===== config.mk =====
export PLATFORM = sky130hd
export DESIGN_NAME = overwrite_history_fifo
export DESIGN_NICKNAME = d
export VERILOG_FILES = /design/src/sv/ohf_pkg.sv /design/src/sv/overwrite_history_fifo.sv
export SDC_FILE = /design/constraint.sdc
export NUM_CORES = 1
export LEC_CHECK = 0
export BUFFER_PORTS_ARGS = -buffer_cell sky130_fd_sc_hd__buf_2
export CAP_MARGIN = 5
export CORE_MARGIN = 3
export CORE_UTILIZATION = 30
export CTS_CLUSTER_DIAMETER = 40
export DETAILED_ROUTE_END_ITERATION = 8
export PLACE_DENSITY = 0.53
export REMOVE_ABC_BUFFERS = 1
export SLEW_MARGIN = 20
export SYNTH_ARGS = -nofsm -noshare
export SYNTH_HDL_FRONTEND = slang
export SYNTH_SLANG_ARGS = --single-unit

===== constraint.sdc =====
create_clock -name clock -period 7.6 [get_ports clock]
set_input_delay 0 -clock clock [delete_from_list [all_inputs] [get_ports clock]]
set_output_delay 0 -clock clock [all_outputs]
set_load 0.05 [all_outputs]

===== src/sv/ohf_pkg.sv =====
// Shared constants, action codes and the ring index helper for the overwrite history FIFO.
// Depends on nothing; used by overwrite_history_fifo.
`timescale 1ns / 1ps

package ohf_pkg;

   // Store geometry
   localparam int DEPTH     = 16;
   localparam int WORD_BITS = 64;
   localparam int PTR_BITS  = (DEPTH > 1) ? $clog2(DEPTH) : 1;
   localparam int CNT_BITS  = $clog2(DEPTH + 1);

   // Port field widths
   localparam int ACT_BITS   = 3;
   localparam int MSG_BITS   = 64;
   localparam int FETCH_BITS = 5;
   localparam int OCC_BITS   = 5;
   localparam int REQ_DATA_BITS = 72;   // message_in + fetch_count, padded to bytes
   localparam int RSP_DATA_BITS = 72;   // message_out + overwrote_oldest + occupancy, padded
   localparam int CMP_BITS   = (CNT_BITS > FETCH_BITS) ? CNT_BITS : FETCH_BITS;

   // Action codes
   localparam logic [ACT_BITS-1:0] ACT_ENQUEUE     = 3'd0;
   localparam logic [ACT_BITS-1:0] ACT_DEQUEUE     = 3'd1;
   localparam logic [ACT_BITS-1:0] ACT_PEEK_OLDEST = 3'd2;
   localparam logic [ACT_BITS-1:0] ACT_PEEK_NEWEST = 3'd3;
   localparam logic [ACT_BITS-1:0] ACT_FETCH       = 3'd4;

   // Status codes
   localparam logic STATUS_OK    = 1'b0;
   localparam logic STATUS_ERROR = 1'b1;

   typedef logic [PTR_BITS-1:0] ptr_type;
   typedef logic [CNT_BITS-1:0] cnt_type;

   // Ring slot at base + off, wrapped once (both operands below DEPTH)
   function automatic ptr_type slot_of(input ptr_type base, input ptr_type off);
      logic [PTR_BITS:0] sum;
      sum = {1'b0, base} + {1'b0, off};
      if (sum >= (PTR_BITS + 1)'(DEPTH)) begin
         sum = sum - (PTR_BITS + 1)'(DEPTH);
      end
      return sum[PTR_BITS-1:0];
   endfunction

endpackage


===== src/sv/overwrite_history_fifo.sv =====
// Overwrite history FIFO: ring of message words in one synchronous memory, with
// oldest pointer and fill count in flops. Depends on ohf_pkg.
//
//   channel | ports          | payload
//   --------+----------------+-------------------------------------------------------
//   input   | req_t*         | tuser: action; tdata: message_in, fetch_count
//   result  | rsp_t*         | tuser: status; tdata: message_out, overwrote_oldest,
//           |                | occupancy; tlast: last_result
//
// An item is accepted only when idle, its memory read or write issued in that cycle, and its
// first result loaded into the output register in the execute state once that register is free;
// no new item is taken until its last result is loaded. Fetch recent streams one word per cycle
// while the output is not stalled, set by the single memory read port. Reset clears state,
// pointer, count and output valid; the memory is not cleared. A stalled result holds the output
// register; one further item may be accepted meanwhile and waits for the register to free.
`timescale 1ns / 1ps

module overwrite_history_fifo (
   input  logic                                clock,
   input  logic                                reset,
   input  logic                                req_tvalid,
   output logic                                req_tready,
   input  logic [ohf_pkg::ACT_BITS-1:0]        req_tuser,   // [2:0] action
   input  logic [ohf_pkg::REQ_DATA_BITS-1:0]   req_tdata,   // [63:0] message_in,
                                                            // [68:64] fetch_count, [71:69] 0
   output logic                                rsp_tvalid,
   input  logic                                rsp_tready,
   output logic                                rsp_tuser,   // [0] status
   output logic [ohf_pkg::RSP_DATA_BITS-1:0]   rsp_tdata,   // [63:0] message_out,
                                                            // [64] overwrote_oldest,
                                                            // [69:65] occupancy, [71:70] 0
   output logic                                rsp_tlast    // last_result
);

   localparam logic [1:0] S_IDLE = 2'd0;
   localparam logic [1:0] S_EXEC = 2'd1;

   // Control and state registers
   logic [1:0]       state_ff, state_in;
   ohf_pkg::ptr_type ptr_ff, ptr_in;
   ohf_pkg::cnt_type count_ff, count_in;
   ohf_pkg::cnt_type rem_ff, rem_in;
   ohf_pkg::ptr_type rd_off_ff, rd_off_in;
   logic             status_ff, status_in;
   logic             use_mem_ff, use_mem_in;
   logic             over_ff, over_in;

   // Output register
   logic                              rsp_valid_ff;
   logic                              rsp_status_ff;
   logic [ohf_pkg::MSG_BITS-1:0]      rsp_msg_ff;
   logic                              rsp_over_ff;
   logic [ohf_pkg::OCC_BITS-1:0]      rsp_occ_ff;
   logic                              rsp_last_ff;

   // Memory
   logic [ohf_pkg::WORD_BITS-1:0] mem [ohf_pkg::DEPTH];
   logic [ohf_pkg::WORD_BITS-1:0] rd_data_ff;
   logic                          mem_we, mem_re;
   ohf_pkg::ptr_type              waddr, raddr;

   logic [ohf_pkg::ACT_BITS-1:0]   act;
   logic [ohf_pkg::FETCH_BITS-1:0] fetch_count;
   logic                           accept;
   logic                           out_free;
   logic                           emit;
   logic                           full;
   logic                           empty;

   assign act         = req_tuser;
   assign fetch_count = req_tdata[68:64];
   assign req_tready  = (state_ff == S_IDLE) && !reset;
   assign accept      = req_tvalid && req_tready;
   assign out_free    = !rsp_valid_ff || rsp_tready;
   assign emit        = (state_ff == S_EXEC) && out_free;
   assign full        = (count_ff == ohf_pkg::CNT_BITS'(ohf_pkg::DEPTH));
   assign empty       = (count_ff == '0);

   // Decode the accepted item, issue its memory access, and step the fetch stream
   always_comb begin
      state_in   = state_ff;
      ptr_in     = ptr_ff;
      count_in   = count_ff;
      rem_in     = rem_ff;
      rd_off_in  = rd_off_ff;
      status_in  = status_ff;
      use_mem_in = use_mem_ff;
      over_in    = over_ff;
      mem_we     = 1'b0;
      mem_re     = 1'b0;
      waddr      = ptr_ff;
      raddr      = ptr_ff;

      if (accept) begin
         state_in   = S_EXEC;
         rem_in     = ohf_pkg::CNT_BITS'(1);
         status_in  = ohf_pkg::STATUS_OK;
         use_mem_in = 1'b0;
         over_in    = 1'b0;
         case (act)
            ohf_pkg::ACT_ENQUEUE: begin
               mem_we = 1'b1;
               if (full) begin
                  // drop the oldest: its slot takes the new word
                  waddr   = ptr_ff;
                  ptr_in  = ohf_pkg::slot_of(ptr_ff, ohf_pkg::PTR_BITS'(1));
                  over_in = 1'b1;
               end else begin
                  waddr    = ohf_pkg::slot_of(ptr_ff, ohf_pkg::PTR_BITS'(count_ff));
                  count_in = count_ff + ohf_pkg::CNT_BITS'(1);
               end
            end
            ohf_pkg::ACT_DEQUEUE: begin
               if (empty) begin
                  status_in = ohf_pkg::STATUS_ERROR;
               end else begin
                  mem_re     = 1'b1;
                  raddr      = ptr_ff;
                  use_mem_in = 1'b1;
                  ptr_in     = ohf_pkg::slot_of(ptr_ff, ohf_pkg::PTR_BITS'(1));
                  count_in   = count_ff - ohf_pkg::CNT_BITS'(1);
               end
            end
            ohf_pkg::ACT_PEEK_OLDEST: begin
               if (empty) begin
                  status_in = ohf_pkg::STATUS_ERROR;
               end else begin
                  mem_re     = 1'b1;
                  raddr      = ptr_ff;
                  use_mem_in = 1'b1;
               end
            end
            ohf_pkg::ACT_PEEK_NEWEST: begin
               if (empty) begin
                  status_in = ohf_pkg::STATUS_ERROR;
               end else begin
                  mem_re     = 1'b1;
                  raddr      = ohf_pkg::slot_of(ptr_ff,
                                  ohf_pkg::PTR_BITS'(count_ff - ohf_pkg::CNT_BITS'(1)));
                  use_mem_in = 1'b1;
               end
            end
            ohf_pkg::ACT_FETCH: begin
               if (ohf_pkg::CMP_BITS'(fetch_count) > ohf_pkg::CMP_BITS'(count_ff)) begin
                  status_in = ohf_pkg::STATUS_ERROR;
               end else if (fetch_count != '0) begin
                  // newest first: start at offset count-1 and walk down
                  rd_off_in  = ohf_pkg::PTR_BITS'(count_ff - ohf_pkg::CNT_BITS'(1));
                  mem_re     = 1'b1;
                  raddr      = ohf_pkg::slot_of(ptr_ff, rd_off_in);
                  use_mem_in = 1'b1;
                  rem_in     = ohf_pkg::CNT_BITS'(fetch_count);
               end
            end
            default: begin
               status_in = ohf_pkg::STATUS_ERROR;
            end
         endcase
      end else if (emit) begin
         if (rem_ff > ohf_pkg::CNT_BITS'(1)) begin
            // fetch the next older word while this one leaves
            rem_in    = rem_ff - ohf_pkg::CNT_BITS'(1);
            rd_off_in = rd_off_ff - ohf_pkg::PTR_BITS'(1);
            mem_re    = 1'b1;
            raddr     = ohf_pkg::slot_of(ptr_ff, rd_off_in);
         end else begin
            state_in = S_IDLE;
         end
      end
   end

   // Word store: one write port, one registered read port
   always_ff @(posedge clock) begin
      if (mem_we) begin
         mem[waddr] <= req_tdata[ohf_pkg::WORD_BITS-1:0];
      end
      if (mem_re) begin
         rd_data_ff <= mem[raddr];
      end
   end

   // Control state
   always_ff @(posedge clock) begin
      if (reset) begin
         state_ff <= S_IDLE;
         ptr_ff   <= '0;
         count_ff <= '0;
      end else begin
         state_ff <= state_in;
         ptr_ff   <= ptr_in;
         count_ff <= count_in;
      end
   end

   // Per-item registers
   always_ff @(posedge clock) begin
      rem_ff     <= rem_in;
      rd_off_ff  <= rd_off_in;
      status_ff  <= status_in;
      use_mem_ff <= use_mem_in;
      over_ff    <= over_in;
   end

   // Output register: load on emit, drop when taken
   always_ff @(posedge clock) begin
      if (reset) begin
         rsp_valid_ff <= 1'b0;
      end else if (emit) begin
         rsp_valid_ff <= 1'b1;
      end else if (rsp_tready) begin
         rsp_valid_ff <= 1'b0;
      end
   end

   always_ff @(posedge clock) begin
      if (emit) begin
         rsp_status_ff <= status_ff;
         rsp_msg_ff    <= use_mem_ff ? ohf_pkg::MSG_BITS'(rd_data_ff) : '0;
         rsp_over_ff   <= over_ff;
         rsp_occ_ff    <= ohf_pkg::OCC_BITS'(count_ff);
         rsp_last_ff   <= (rem_ff <= ohf_pkg::CNT_BITS'(1));
      end
   end

   assign rsp_tvalid = rsp_valid_ff;
   assign rsp_tuser  = rsp_status_ff;
   assign rsp_tdata  = {2'b00, rsp_occ_ff, rsp_over_ff, rsp_msg_ff};
   assign rsp_tlast  = rsp_last_ff;

   // Fill count never passes the store depth
   assert property (@(posedge clock) disable iff (reset)
      count_ff <= ohf_pkg::CNT_BITS'(ohf_pkg::DEPTH))
      else $error("fill count above depth");

   // An overwrite is only reported with a full store
   assert property (@(posedge clock) disable iff (reset)
      (rsp_valid_ff && rsp_over_ff) |-> (rsp_occ_ff == ohf_pkg::OCC_BITS'(ohf_pkg::DEPTH)))
      else $error("overwrite flagged without full store");

   // An error result always ends its item
   assert property (@(posedge clock) disable iff (reset)
      (rsp_valid_ff && (rsp_status_ff == ohf_pkg::STATUS_ERROR)) |-> rsp_last_ff)
      else $error("error result not marked last");

   // A new result is only loaded from the execute state
   assert property (@(posedge clock) disable iff (reset)
      (rsp_valid_ff && !$past(rsp_valid_ff)) |-> $past(state_ff == S_EXEC))
      else $error("result loaded outside execute state");

endmodule

=== After elaboration in Yosys (flattened, before gate mapping) ===
Memory sizes are Yosys's and may differ from the RTL's. A register that Yosys moved wholly into a read port is not among the register bits.
Cells that the tools add are included.

* Bits in registers: 95
* Memory bits (writable): 1024
* Input port bits: 79
* Output and inout port bits: 76
* Logic and storage cells: 118
* Memories: 1

{| class="wikitable"
|+ Memory list
! name !! words !! bits a word !! rd ports !! clocked after memory_dff !! write ports !! RTL line !! RTL
|-
| mem || 16 || 64 || 1 || 1 || 1 || overwrite_history_fifo.sv:57 || <nowiki>logic [ohf_pkg::WORD_BITS-1:0] mem [ohf_pkg::DEPTH];</nowiki>
|}

* Add/subtract/negate cells: 12
* Order comparisons: 7
* Equal/unequal tests: 12
* Mux-type cells: 52
* Reduce and logical (&&, ||, !) cells: 20

{| class="wikitable"
|+ Operators with widths
! operator !! count
|-
| $mux W4 || 21
|-
| $mux W5 || 8
|-
| $ge A5 B5 Y1 const B || 4
|-
| $sub A4 B1 Y4 const B || 5
|-
| $mux W1 || 18
|-
| $pmux W4 S2 || 2
|-
| $add A4 B4 Y5 || 3
|-
| $ne A2 B2 Y1 const B || 5
|-
| $pmux W5 S2 || 1
|-
| $sub A5 B1 Y5 const B || 2
|-
| $reduce_and A4 Y1 || 2
|-
| $reduce_bool A2 Y1 || 4
|-
| $eq A3 B2 Y1 const B || 2
|-
| $add A4 B1 Y5 const B || 1
|-
| $add A5 B1 Y5 const B || 1
|-
| $eq A5 B5 Y1 const B || 1
|-
| $gt A5 B1 Y1 const B || 1
|-
| $gt A5 B5 Y1 || 1
|-
| $le A5 B1 Y1 const B || 1
|-
| $logic_not A5 Y1 || 1
|-
| $reduce_and A5 Y1 || 1
|-
| $reduce_bool A5 Y1 || 1
|-
| $ne A2 B1 Y1 const B || 2
|-
| $reduce_and A2 Y1 || 2
|-
| 10 further kinds || 13
|}

=== Longest topological paths before layout ===
Gate-level depths: netlist of run 1.

* Word-level depth: 8
* Mapped depth: 15
* Gate-level depth less buffers: 12

=== Worst setup path before layout of run 1 ===
Ideal clock, no wire load.

* Kind: flip-flop to flip-flop
* From: register state_ff[0]
* To: memory mem[12][0] in the netlist's numbering (enable)
* Arrival: 5.015 ns
* Data required time: 7.113 ns
* Slack: 2.098 ns
* Stages on the path, launching flop included: 9
* Clock period less this slack: 5.502 ns
* Path through: dfxtp_1 -> or3b_2 -> clkbuf_1 -> clkbuf_1 -> nor4_1 -> nand3_1 -> xor2_1 -> or2_2 -> nor2_1

* Cells in the longest elaborated chain, start to end: 6
* Elaborated cells on any way between the ends: 7
* Classes of those cells: 4 x mux; 3 x reduce/logical

{| class="wikitable"
|+ RTL lines
! element !! RTL line !! RTL
|-
| start: declaration || overwrite_history_fifo.sv:39 || <nowiki>logic [1:0] state_ff, state_in;</nowiki>
|-
| start signal: assignment || overwrite_history_fifo.sv:189 || <nowiki>state_ff <= state_in;</nowiki>
|-
| $logic_not A2 Y1 (*) || overwrite_history_fifo.sv:72 || <nowiki>assign req_tready = (state_ff == S_IDLE) && !reset;</nowiki>
|-
| $logic_and A1 B1 Y1 (*) || overwrite_history_fifo.sv:72 ||
|-
| $logic_and A1 B1 Y1 (*) || overwrite_history_fifo.sv:73 || <nowiki>assign accept = req_tvalid && req_tready;</nowiki>
|-
| $mux W1 || overwrite_history_fifo.sv:94 || <nowiki>if (accept) begin</nowiki>
|-
| $mux W1 || overwrite_history_fifo.sv:174 || <nowiki>if (mem_we) begin</nowiki>
|-
| $mux W1 (not written as such) || overwrite_history_fifo.sv:175 || <nowiki>mem[waddr] <= req_tdata[ohf_pkg::WORD_BITS-1:0];</nowiki>
|-
| end: declaration || overwrite_history_fifo.sv:57 ||
|}

Every way passes the cells marked *; elsewhere a longest branch is shown, timed or not.

=== Worst setup path in the final report of run 1 ===
* From: register count_ff[2]
* To: register rd_data_ff[15] in the netlist's numbering (read register of mem), data pin

* Cells in the longest elaborated chain, start to end: 8
* Elaborated cells on any way between the ends: 16
* Classes of those cells: 3 x add/sub; 2 x order compare; 10 x mux; 1 x reduce/logical

{| class="wikitable"
|+ RTL lines
! element !! RTL line !! RTL
|-
| start: declaration || overwrite_history_fifo.sv:41 || <nowiki>ohf_pkg::cnt_type count_ff, count_in;</nowiki>
|-
| start signal: assignment || overwrite_history_fifo.sv:191 || <nowiki>count_ff <= count_in;</nowiki>
|-
| $sub A5 B1 Y5 || overwrite_history_fifo.sv:139, overwrite_history_fifo.sv:148 ||
|-
| $add A4 B4 Y5 || ohf_pkg.sv:39 || <nowiki>sum = {1'b0, base} + {1'b0, off};</nowiki>
|-
| $sub A4 B1 Y4 or $ge A5 B5 Y1 (tied branches) || ohf_pkg.sv:41, ohf_pkg.sv:40 ||
|-
| $mux W4 || ohf_pkg.sv:40 || <nowiki>if (sum >= (PTR_BITS + 1)'(DEPTH)) begin</nowiki>
|-
| $mux W4 || overwrite_history_fifo.sv:146 || <nowiki>end else if (fetch_count != '0) begin</nowiki>
|-
| $mux W4 || overwrite_history_fifo.sv:144 || <nowiki>if (ohf_pkg::CMP_BITS'(fetch_count) > ohf_pkg::CMP_BITS'(count_ff)) begin</nowiki>
|-
| $pmux W4 S2 || overwrite_history_fifo.sv:100 || <nowiki>case (act)</nowiki>
|-
| $mux W4 || overwrite_history_fifo.sv:94 ||
|-
| end: declaration || overwrite_history_fifo.sv:58 || <nowiki>logic [ohf_pkg::WORD_BITS-1:0] rd_data_ff;</nowiki>
|}

Parallel ways exist; a longest one is shown, timed or not.
A chain may end at the register's enable or synchronous reset.

==> metrics list, run 1 <==
* Number of failing setup endpoints in the final timing report: 0
- Number of CTS-inserted buffers: 163
- For this design the static power due to leakage is between 15 and 20 nW.
- Post-cts hold buffer count: 80
* Data required time of the critical path: 8.12 ns
* Tot GR Track Use: 16.2%
* Minimum setup slack in the final design: 2.48 ns
- First-pass GRT wire length: 195000 µm
- Top cells by count, synth: edfxtp_1 (1172), nand3_1 (387), o21ai_0 (204), mux2_2 (192), o211ai_1 (192)
* WP data arrival: 5.64 ns
- The path class of the tightest hold or removal check is input port to flop.
- Critical path startpoint category: flop
* Initial core utilization: 30.4%
- Summed over its instances, the top area cell type makes up 74.9% of the synthesized netlist area.
* Hold Path End: ptr_ff[0]
- Max incr delay on CP: 0.76 ns
- Yosys instantiated no cell more often than edfxtp_1.
- The wire-length estimate of the detail-placed layout is 63400 µm.
* Number of synthesized register bits: 1183
* Post-CTS Repair Setup Buffers: 0
- The design draws 16.6 mW.
- Across the run, the number of max-cap violations was 0.
* Vertical die dimension: 402 µm
* Clock-pin transition on the worst setup and hold timing paths: ~0.060 ns
* RSZ-0062 raised after global routing: false
- At the end of routability-driven placement, the weighted congestion stood at 0.729.
- The floorplan step defined a die boundary enclosing 161000 µm².
- For this run, the leading register cell type out of synthesis is edfxtp_1.
- Synthesis produced a netlist whose cell count is 3056.
- Post-CTS sizing: 0
- Post-detailed-route DRC marker count: 0
- Headroom to the max-slew limit came out at 25.8%.
* Most used cell, CP: nand4_1
- Sequential cell area fraction in the yosys report: 75.4%
- Cell at the root of the clock tree: clkbuf_16
- In this run the horizontal extent of the chip is 402 µm.
- Between clock sinks in the finished design, the worst skew comes to 0.0422 ns.
- After detailed routing, the average wire length per cell comes to 24.3 µm.
* Proportion of layout cells with a drive suffix above 1: 20.6%
* Highest-delay cell along the critical path: buf_4
- Walking the worst path, the cells encountered are inv_1 > ha_1 > nand4_1 > or4b_1 > a21o_1 > a21o_4 > nor2_4 > buf_12 > buf_4 > mux2_2 > o211ai_1 > nand4_1.
- H-Tree Depth: 4
- Async SR Flop Fraction: 0%
- Vias: about 28000
* # IOs: about 160
- The worst register-to-register path begins at count_ff[2].
* Post-DR vias/cell: 5.15
* Clk buf depth: 3
* Number of warnings issued by yosys: 0
* Worst setup slack for register-to-register paths: between 2 and 2.5 ns
* Type of destination of the critical path: flop
* Hold Crit Start: reset
* Area delta synth->final: 20.8%
- Counting every sink on the clock net gives 1183.
* Worst R2R End: rd_data_ff[15]
- Number of library cell types mapped by synthesis: 58
* Final-report hold violation count: 0
- The worst hold path passes through 3 cells.
- Period utilisation layout: 67.3%
- Counting flops with a built-in enable in the synthesized netlist gives 1172.
* Final Net Count: 3376
- The critical path is of the flop to flop type.
- Across the VDD grid, the largest voltage drop is 0.225 mV.
- Maximum number of pins on one net before global-route repair: 191
* Syn Std Cell Area: about 47000 µm²
- GRT overflow: 0
* Clock latency on the worst-skew pair: approximately 0.8 ns
- The floorplan has 144 rows.
- The run finished with clean final reports.
* Post-route ant nets: 0
* Standard cell core area: 155000 µm²
* Post-synth top area cell: edfxtp_1
- Actual transition at the worst max-transition pin: 1.11 ns
- TritonCTS built the clock tree.
- Averaged over all synthesized cells, the footprint is roughly 15 µm².
- Prior to clock tree synthesis, the placed netlist has a worst setup slack of approximately 2.4 ns.
- Worst-path maximum fanout: between 100 and 150
- The number of global-route vias before repair came to roughly 28000.
- Cells taking the most area after synthesis: edfxtp_1 (75%), mux2_2 (4.6%), nand3_1 (4.1%), o211ai_1 (3.1%), o21ai_0 (2.2%)
* Number of buffer and inverter stages on the critical path: 3
* 1st-iter DRT viols: roughly 2500
- Number of detailed-route iterations in the first pass: 5
* Number of cell instances on the worst register-to-register path: 12
* Initial antenna violation count: 18
- The worst path in the final design needs a cycle of 5.12 ns, including I/O delays and setup.
- The final-report max-slew violation count was 0.
- In this run the power density over the cells is 293 nW/µm².
* Port Buffer Count: 149
- Maximum clock frequency: 0.195 GHz
- Worst path top cell family by delay: buffers and inverters
- Routed Wire Length: 133000 µm
[area by class of cell]
class | instances | area (µm²)
Fill cell | 14508 | 98000
Sequential cell | 1183 | 35400
Multi-Input combinational cell | 1618 | 10700
Clock buffer | 182 | 4210
Tap cell | 2044 | 2560
Timing Repair Buffer | 287 | 2160
Clock inverter | 123 | 1550
Inverter | 20 | 75.1
Antenna cell | 13 | 32.5
[worst min-delay path, stage by stage]
cell,delay (ns)
dlygate4sd3_1,0.53
buf_2,0.21
nor2_1,0.11
[layout by cell type (no fill, tap or decap), drive strengths merged, types with 16 or more instances in the layout]
cell type and n:
ha 21, clkbuf 182, clkinv 68, buf 207
and2 65, mux2 192, a221o 63, o21ai 207
inv 40, a21oi 140, dlygate4sd3 80, nand4 68
nand3 388, xnor2 16, bufinv 24, nand2 142
nor2 43, edfxtp 1172, o211ai 192
[kinds of logic (layout without fill, tap and decap cells)]
logic type / Yosys count / after routing / share of synthesized area (%)
xor+xnor: 22 / 22 / 0.410
mux: 198 / 198 / 4.73
other cells: 1 / 15 / 0.00798
compound gates: 631 / 631 / 8.65
buf+inv: 256 / 612 / 2.26
simple gates: 741 / 741 / 7.88
flops: 1183 / 1183 / 75.4
fa+ha+maj: 24 / 24 / 0.687
[per-stage QoR]
| step | std cells | area (µm²) | TNS, ns | util (%) | hold WS (ns) |
|---|---|---|---|---|---|
| floorplan | 2821 | 46000 | -491.91 | - | 0.0691 |
| global placement | 5071 | 50100 | 0 | 32.4 | 0.294 |
| detailed placement | 5071 | 50100 | 0 | 32.4 | 0.299 |
| CTS | 5456 | 56700 | 0 | 36.6 | 0.0440 |
| global route | 5457 | 56700 | 0 | 36.6 | 0.0901 |
| finish | 5470 | 56700 | 0 | 36.7 | 0.101 |
[per-layer routing]
| layer | share of wire [%] | global-route usage [%] |
|---|---|---|
| met1 | 45 | 22.4 |
| met2 | 47 | 25.8 |
| met3 | 6.3 | 3.44 |
| met4 | 2.4 | 4.83 |
| met5 | 0.046 | 0 |
[power breakdown]
group	switching [mW]	internal, mW	leakage, nW
registers	0.0445	7.31	10.7
clock network	3.04	4.89	2.79
logic	0.929	0.397	4.20
[registers in the layout, indices dropped and copies added, names as in the netlist, 4 cells and up]
signal and flops:
mem 1024, rd_data_ff 64, rsp_msg_ff 64, count_ff 5, rem_ff 5, rsp_occ_ff 5
ptr_ff 4, rd_off_ff 4
[worst max-delay path by stage]
stage	start	to	slack (ns)	cells after the start
after floorplan	count_ff[2]	rd_data_ff[0]	-7.69	10
after global routing	count_ff[2]	rd_data_ff[15]	2.10	12
final	count_ff[2]	rd_data_ff[15]	2.48	12
after CTS	count_ff[2]	rd_data_ff[15]	2.35	12
after detailed placement	count_ff[2]	rd_data_ff[16]	2.43	12
after global placement	count_ff[2]	rd_data_ff[57]	2.42	12
Power figures use the tool's default switching activity.
==> run 2: changes to the inputs <==
--- a/config.mk
+++ b/config.mk
@@ -5,13 +5,14 @@
 export SDC_FILE = /design/constraint.sdc
 export NUM_CORES = 1
 export LEC_CHECK = 0
+export ABC_AREA = 1
 export BUFFER_PORTS_ARGS = -buffer_cell sky130_fd_sc_hd__buf_2
 export CAP_MARGIN = 5
 export CORE_MARGIN = 3
 export CORE_UTILIZATION = 30
 export CTS_CLUSTER_DIAMETER = 40
 export DETAILED_ROUTE_END_ITERATION = 8
-export PLACE_DENSITY = 0.53
+export PLACE_DENSITY = 0.55
 export REMOVE_ABC_BUFFERS = 1
 export SLEW_MARGIN = 20
 export SYNTH_ARGS = -nofsm -noshare
==> constraint.sdc (replaced) <==
create_clock -name clock -period 4.4 [get_ports clock]
set_input_delay 0 -clock clock [delete_from_list [all_inputs] [get_ports clock]]
set_output_delay 0 -clock clock [all_outputs]
set_load 0.05 [all_outputs]
==> metrics list, run 2 <==
- Pwr per Cell Area: about 480 nW/µm²
- Critical path capture point: rd_data_ff[63]
* # IOs: 155
- Weighted congestion at the end of routability-driven global placement: 0.763
- Once detail routing completed, the nets flagged for antenna violations numbered 0.
* Run status: finished clean
* Period utilisation layout: 85.3%
- Number of global-route vias before repair: 32492
- Register with the highest flop count: mem
- Yosys instantiated no cell more often than nand3_1.
* Aggregate negative setup slack: 0 ns
* Pre-CTS setup slack: around 0.58 ns
* Port Buffer Count: approximately 150
- The floorplan step set the die height to between 400 and 500 µm.
- Post-CTS timing repair inserted 0 buffers for setup.
* Final Cell Area: approximately 60000 µm²
- Clock tree synthesis selected as its root buffer the cell clkbuf_16.
- After synthesis the cells add up to 51300 µm².
* Average wire per standard cell: 19.5 µm
* EDFF count, synth: roughly 1200
- Data required time of the critical path: roughly 5 ns
* Clk buf depth: 3
- Across all register-to-register paths, the minimum setup slack is 0.65 ns.
- RSZ-0062 raised after global routing: false
* Crit path launch: count_ff[1]
- Worst hold path class: input port to flop
* Clock-pin transition on the worst setup and hold timing paths: 0.06 ns
* GRT overflow: 0
- The first detailed-routing pass ran for 6 iterations.
- Counting flops with an async set or reset pin after synthesis yields a share of 0%.
- The net count of the finished layout is between 4000 and 5000.
- The final-report max-slew violation count is 0.
* Final core utilization: 35.9%
- Routed Wire Length: 140000 µm
- Of all nets on the critical path, the largest fanout is 82.
- Once the floorplan was initialized, standard cells occupied between 30 and 40% of the core.
* Tightest slew margin relative to the limit: 41.0%
- In the final layout, the registers with the most flip-flops are mem x1024, rd_data_ff x64, rsp_msg_ff x64.
* Number of library cell types mapped by synthesis: 38
* Type of destination of the critical path: flop
* Clock tree from TritonCTS: built
- The clock reaches the later pin of the worst-skew pair after 0.77 ns.
- Minimum setup slack in the final design: 0.647 ns
- Actual transition at the worst max-transition pin: 0.885 ns
- Maximum clock frequency: approximately 0.27 GHz
- Standard cell core area: 170000 µm²
- Of the cells placed in the final design, the portion with a size suffix greater than 1 is 10.6%.
- After detailed routing, the number of vias per cell comes to roughly 4.7.
- The clock arrives with 0.0348 ns of skew.
- First-pass GRT wire length: 210000 µm
- During synthesis, Yosys emitted a total of 0 warnings.
* Number of CTS-inserted buffers: 153
- The number of antenna violations at the first check in global routing was 19.
* Average cell area after synthesis: approximately 11 µm²
* Total clock sinks: 1183
- Sequential cell area fraction in the yosys report: 69.0%
- The detailed router finished its first iteration with 2691 violations.
- From synthesis to final layout, the design area changed by 18.8%.
- Portion of synthesized cell area occupied by the leading cell type: 68.6%
- Power comes to 29.1 mW.
- Crit Reg-Reg Startpoint: count_ff[1]
- The number of placed instances, taps included, is 6788.
* Dominant register cell in the synthesized netlist: edfxtp_1
- The filler cells instantiated in the layout total 16481.
* Final critical path time including I/O delays and setup: between 3 and 4 ns
* H-Tree Depth: 4
- Cell row count: 151
- Placed cell areas: 55000 µm²
- The register with the most flip-flops in the layout has 1024 of them.
* Worst hold slack across all endpoints: 0.0887 ns
* Final-report hold violation count: 0
* Post-synth top area cell: edfxtp_1
* Number of failing setup endpoints in the final timing report: 0
- The finished layout holds 7173 standard cells, fillers aside.
* Post-CTS sizing: 0
* Gate count after technology mapping: 4612
* Number of synthesized register bits: 1183
- Final HPWL from detailed placement: 66900 µm
- Area of the die: 176000 µm²
* Cells taking the most area after synthesis: edfxtp_1 (69%), nand3_1 (11%), nand2_1 (6.0%), inv_1 (6.0%), nand3b_1 (2.8%)
- In the layout the commonest cells are nand3_1 (1172), edfxtp_1 (1172), nand2_1 (819), inv_1 (812), nand3b_1 (192).
- The worst hold path was traced through 5 stages.
- The number of cells on the worst reg-to-reg path is 18.
- Die X: 420 µm
* Post-detailed-route DRC marker count: 0
- After synthesis, the most frequently instantiated cells are nand3_1 (1173), edfxtp_1 (1172), nand2_1 (820), inv_1 (814), buf_2 (208).
* Critical path startpoint category: flop
- The analysis attributes to cell leakage a power of 24.5 nW.
- Category of the critical setup timing path: flop to flop
- Maxcap violations: 0
* Tot GR Track Use: 15.7%
- The worst-case IR drop observed on VDD is 0.313 mV.
- Maximum number of pins on one net before global-route repair: 151
- WP data arrival: 4.26 ns
- Summing over every cut layer, the via total after detailed routing is 33896.
* Worst R2R End: rd_data_ff[63]
run 2: cell types whose count changed after synthesis, sizes merged, moves of 67 or more:
cell	previous run	this run
a21oi	140	18
buf	81	238
clkbuf	155	41
inv	20	821
mux2	192	0
nand2	142	828
nand3	388	1174
nand3b	1	192
nand4	68	1
o211ai	192	4
o21ai	207	24
run 2: kinds of logic (layout without fill, tap and decap cells):
family	Yosys count	count (layout)	synth area share, %
and+or+nand+nor	2234	2234	20.8
DFF	1183	1183	69.0
adders and majority gates	24	24	0.629
other	1	17	0.00731
xor gates and xnor gates	12	12	0.205
buffers and inverters	1101	1428	8.77
AOI/OAI and AO/OA	57	57	0.617
run 2: final cells by class:
type                            count  area (µm²)  share of cell area (%)
Antenna cell                       15        37.5                  0.0616
Timing Repair Buffer              325        2980                    4.89
Sequential cell                  1183       35400                    58.1
Clock inverter                    110        1090                    1.79
Clock buffer                      171        3960                    6.50
Multi-Input combinational cell   2329       11600                    19.0
Tap cell                         2218        2780                    4.55
Inverter                          822        3100                    5.09
run 2: repair_timing:
action                                 4_1_cts  5_1_grt
setup endpoints to repair                    0        0
endpoints found under the hold margin     1047        0
hold buffers                                89        0
run 2: how the worst min path moves through the flow:
stage                 endpoint        from
detailed placement  rsp_tvalid       reset
global route        rsp_tvalid  rsp_tready
global placement    rsp_tvalid       reset
finish              rsp_tvalid  rsp_tready
floorplan           rsp_tvalid       reset
CTS                 rsp_tvalid  rsp_tready
run 2: report_power, final:
group | switching, mW | internal, mW | leakage, nW
clock | 4.90 | 7.42 | 2.42
combinational | 2.83 | 1.13 | 11.4
sequential | 0.103 | 12.8 | 10.7
total | 7.84 | 21.3 | 24.5
run 2: layer usage:
layer  routed length, µm  vias up  global-route usage, %
li1                    -    16012                      -
met1               61100    16663                   20.9
met2               67100      970                   26.1
met3                7910      245                   2.81
met4                3610        6                   4.79
met5                  41        -                      0
run 2: worst max-delay path, stage by stage, from the launching register on:
cell	delay, ns
dfxtp_1	0.46
inv_1	0.22
ha_1	0.32
nand2_1	0.06
nor2_2	0.09
nand2_1	0.07
nand3_2	0.08
nand2_4	0.08
nand2_4	0.12
nand2_4	0.08
nand2_1	0.10
nand3_4	0.32
nand2_8	0.52
buf_12	0.40
nand2_1	0.10
nand3_1	0.09
nand3_1	0.09
nand3_1	0.15
nand2_1	0.08
